==> src/rtl/core/shelf_atlas_packer_core_defines.svh <==
// assertion macros for the shelf atlas packer core
// depends on clk and rst_n being visible in the module that uses them
`ifndef SHELF_ATLAS_PACKER_CORE_DEFINES_SVH
`define SHELF_ATLAS_PACKER_CORE_DEFINES_SVH

// same-cycle implication, disabled while in reset
`define SAP_ASSERT_NOW(label, ante, cons, msg) \
    label: assert property (@(posedge clk) disable iff (!rst_n) (ante) |-> (cons)) \
        else $error(msg);

// next-cycle implication, disabled while in reset
`define SAP_ASSERT_NEXT(label, ante, cons, msg) \
    label: assert property (@(posedge clk) disable iff (!rst_n) (ante) |=> (cons)) \
        else $error(msg);

`endif

==> src/rtl/core/sap_ram.sv <==
// generic single-write, single-read ram with registered read data
// no dependencies
module sap_ram #(
    parameter int unsigned WIDTH = 8,
    parameter int unsigned DEPTH = 16
) (
    input  logic                     clk,
    input  logic                     we,
    input  logic [$clog2(DEPTH)-1:0] waddr,
    input  logic [WIDTH-1:0]         wdata,
    input  logic [$clog2(DEPTH)-1:0] raddr,
    output logic [WIDTH-1:0]         rdata
);

    logic [WIDTH-1:0] mem_reg [DEPTH];
    logic [WIDTH-1:0] rdata_reg;

    always_ff @(posedge clk)
    begin
        if (we)
        begin
            mem_reg[waddr] <= wdata;
        end
        rdata_reg <= mem_reg[raddr];
    end

    assign rdata = rdata_reg;

endmodule

==> config.mk <==
export PLATFORM = sky130hd
export DESIGN_NAME = sap_ram
export DESIGN_NICKNAME = d
export VERILOG_FILES = /design/src/rtl/core/shelf_atlas_packer_core_defines.svh /design/src/rtl/core/sap_ram.sv
export SDC_FILE = /design/constraint.sdc
export NUM_CORES = 1
export LEC_CHECK = 0
export ABC_CLOCK_PERIOD_IN_PS = 4900
export BUFFER_PORTS_ARGS = -buffer_cell sky130_fd_sc_hd__buf_2
export CAP_MARGIN = 20
export CORE_ASPECT_RATIO = 2
export CORE_MARGIN = 2
export CORE_UTILIZATION = 60
export DETAILED_ROUTE_END_ITERATION = 10
export PLACE_DENSITY = 0.8
export RECOVER_POWER = 100
export SKIP_CTS_REPAIR_TIMING = 1
export SLEW_MARGIN = 20
export SYNTH_ARGS = -nofsm -noshare
export SYNTH_HDL_FRONTEND = slang
export SYNTH_SLANG_ARGS = --single-unit
==> constraint.sdc <==
create_clock -name clk -period 4.9 [get_ports clk]
set_input_delay 0.245 -clock clk [delete_from_list [all_inputs] [get_ports clk]]
set_output_delay 0.245 -clock clk [all_outputs]
set_load 0.1 [all_outputs]
==> results.md <==
- Max Cap Violations: 2
- EDFF count, synth: 128
- Final ANT Viol Nets: 0
- Final GP Congestion: 0.797
- NumNets Final: 283
- CTS tree: built
- Top cell type's share of synthesized area: 74.7%
- Clk Latency, worst-skew pair: 0.41 ns
- Detailed Route Iter0 Violations: about 230
- Starting Density: between 60 and 70%
- Worst slew margin: -64.4%
- Layout cells sized above 1: 20.1%
- Share of flip-flops with an asynchronous set or reset: 0%
- Cells after DPL: 344
- Vias per inst: 6.43
- Die width: 69.5 µm
- H-tree depth: 4
- Hpwl dp: approximately 6100 µm
- Full die area: 0.00938 mm²
- Worst setup EP type: flip-flop
- Outcome: complete, but fails checks
- Root buffer cell: clkbuf_16
- Post-synth cell types: 19
- Total negative slack: 0 ns
- Element type at the critical path start: input port
- Pwr per Cell Area: 467 mW/mm²
- Drt pass-1 iters: 4
- Footprint of the multi-input gates: 0.00106 mm²
- Fillers: slightly below 500
- Clock skew: 0.00813 ns
- Inserted Diodes: 0
- Die Span Y: 135 µm
- Final Critical Period: roughly 2.8 ns
- Total track usage: 23.5%
- Leading area contributor after synthesis: edfxtp_1
- I/O pins: 26
- Core area: between 0.008 and 0.009 mm²
- Synth top cells by count: edfxtp_1 (128), mux4_2 (18), a22oi_1 (16)
- Pin count of the biggest net entering global routing: 33
- Area contributors post-synth: edfxtp_1 (75%), mux4_2 (7.9%), mux4_1 (7.1%)
- Ys Warns: 0
- # DRC: 0
- Leak Pwr: slightly below 0.002 µW
- Final instance area: slightly below 0.006 mm²
- Initial antenna violation count: 0
- Violated checks: capacitance limit, slew limit
- Fmax: about 360 MHz
- Global-route wire length before repair: between 15000 and 20000 µm
- Placed instance area: around 0.0053 mm²
- Total clock buffers created by CTS: 17
- Grt total ovfl: 0
- RSZ-0062 raised after global routing: no
- Longest Clk Path Bufs: 2
- Critical path class: in -> reg
- Post-synthesis sequential area ratio: 77.8%
- Finished Layout Cells: 376
- Vias in the first global route: 2531
- Clock transition at path regs: 0.06 ns
- Post-Syn Nets: around 250
- Most frequent cell after synthesis: edfxtp_1
- Synthesized netlist cell count: ~230
- Site row count: 47
- Worst-path fanout max: 32
- Top FF cell, synth: edfxtp_1
- Slew Viols, Final: 33
- Final setup violation count: 0
- I/O Buffers: 25
- Peak supply drop: 0.528 mV
- Mean Syn Cell Area: 22.5 µm²
- Fin. Hold Viols: 0
- CTS Sinks: 136
- Hold Path Class: in -> reg
- Area growth, synth to finish: 14.8%
- Mapped Area: 0.00515 mm²
- FF+latch count, synth: roughly 140
- Routed WL: 9960 µm
- Worst path required time: between 5 and 6 ns
- Max FFs per register: 128
- Register area: roughly 0.0040 mm²
- Wirelength per Cell: 26.5 µm
- CP arrival: around 3.1 ns
- DR vias: 2417
- Final worst-path cycle share: 57.4%
- Worst-margin pin slew: 2.47 ns
==> final cells by class <==
| type | instances | share of cell area [%] |
|---|---|---|
| Timing Repair Buffer | 27 | 1.84 |
| Tap cell | 98 | 2.08 |
| Clock inverter | 11 | 2.46 |
| Clock buffer | 21 | 7.96 |
| Multi-Input combinational cell | 83 | 17.9 |
| Sequential cell | 136 | 67.8 |
==> cells in the final DEF (no fill, tap or decap), types with 4 or more instances in the layout <==
cell	synthesis	routed
a22oi_1	16	16
buf_2	3	6
clkbuf_1	0	22
clkbuf_16	0	17
dfxtp_1	8	8
edfxtp_1	128	128
mux4_1	14	14
mux4_2	18	18
nand2_1	9	9
nor2_1	13	13
nor3_1	4	4
==> critical path: stages <==
cell and delay [ns]:
clkbuf_1 1.73, mux4_1 0.81, a22oi_1 0.24, nand2_1 0.08
==> logic make-up (layout without fill, tap and decap cells) <==
logic type	count (synthesis)	after routing	synth area share, %
muxes	32	32	15.0
and+or+nand+nor	35	35	3.18
DFF	136	136	77.8
AOI/OAI and AO/OA	16	16	2.33
buffers and inverters	10	59	1.68
==> layer usage <==
| metal | track usage, % | share of wire, % | vias to the layer above |
|---|---|---|---|
| met5 | 0 | 0 | - |
| met2 | 40.7 | 57 | 122 |
| met3 | 4.78 | 6.3 | 14 |
| met1 | 27.7 | 35 | 1238 |
| li1 | - | - | 1043 |
| met4 | 12.5 | 2.2 | 0 |
==> power by group <==
part           switching, µW  internal, µW  leakage, µW
Clock                    446           839     0.000295
Combinational            122          43.6     0.000418
Sequential              8.40          1300      0.00122
==> metrics by stage <==
stage          worst slack, ns  power, µW  util, %  hold slack [ns]
2_1_floorplan             3.16       1450        -            0.344
3_3_place_gp              2.67       1500     64.3            0.627
3_5_place_dp              2.69       1500     64.3            0.643
4_1_cts                   3.08       2780     71.8            0.209
5_1_grt                   1.74       2840     71.3            0.330
6_report                  2.09       2760     71.3            0.312
==> worst paths after layout <==
check                       from             to  slack (ns)  cells after the start
setup / recovery        raddr[0]       rdata[5]        2.09                      4
hold / removal          waddr[0]  mem_reg[4][6]        0.31                      2
setup reg to reg   mem_reg[2][6]       rdata[6]        3.48                      3
hold reg to reg   mem_reg[15][4]       rdata[4]        0.67                      3
(Power assumes the default switching activity.)
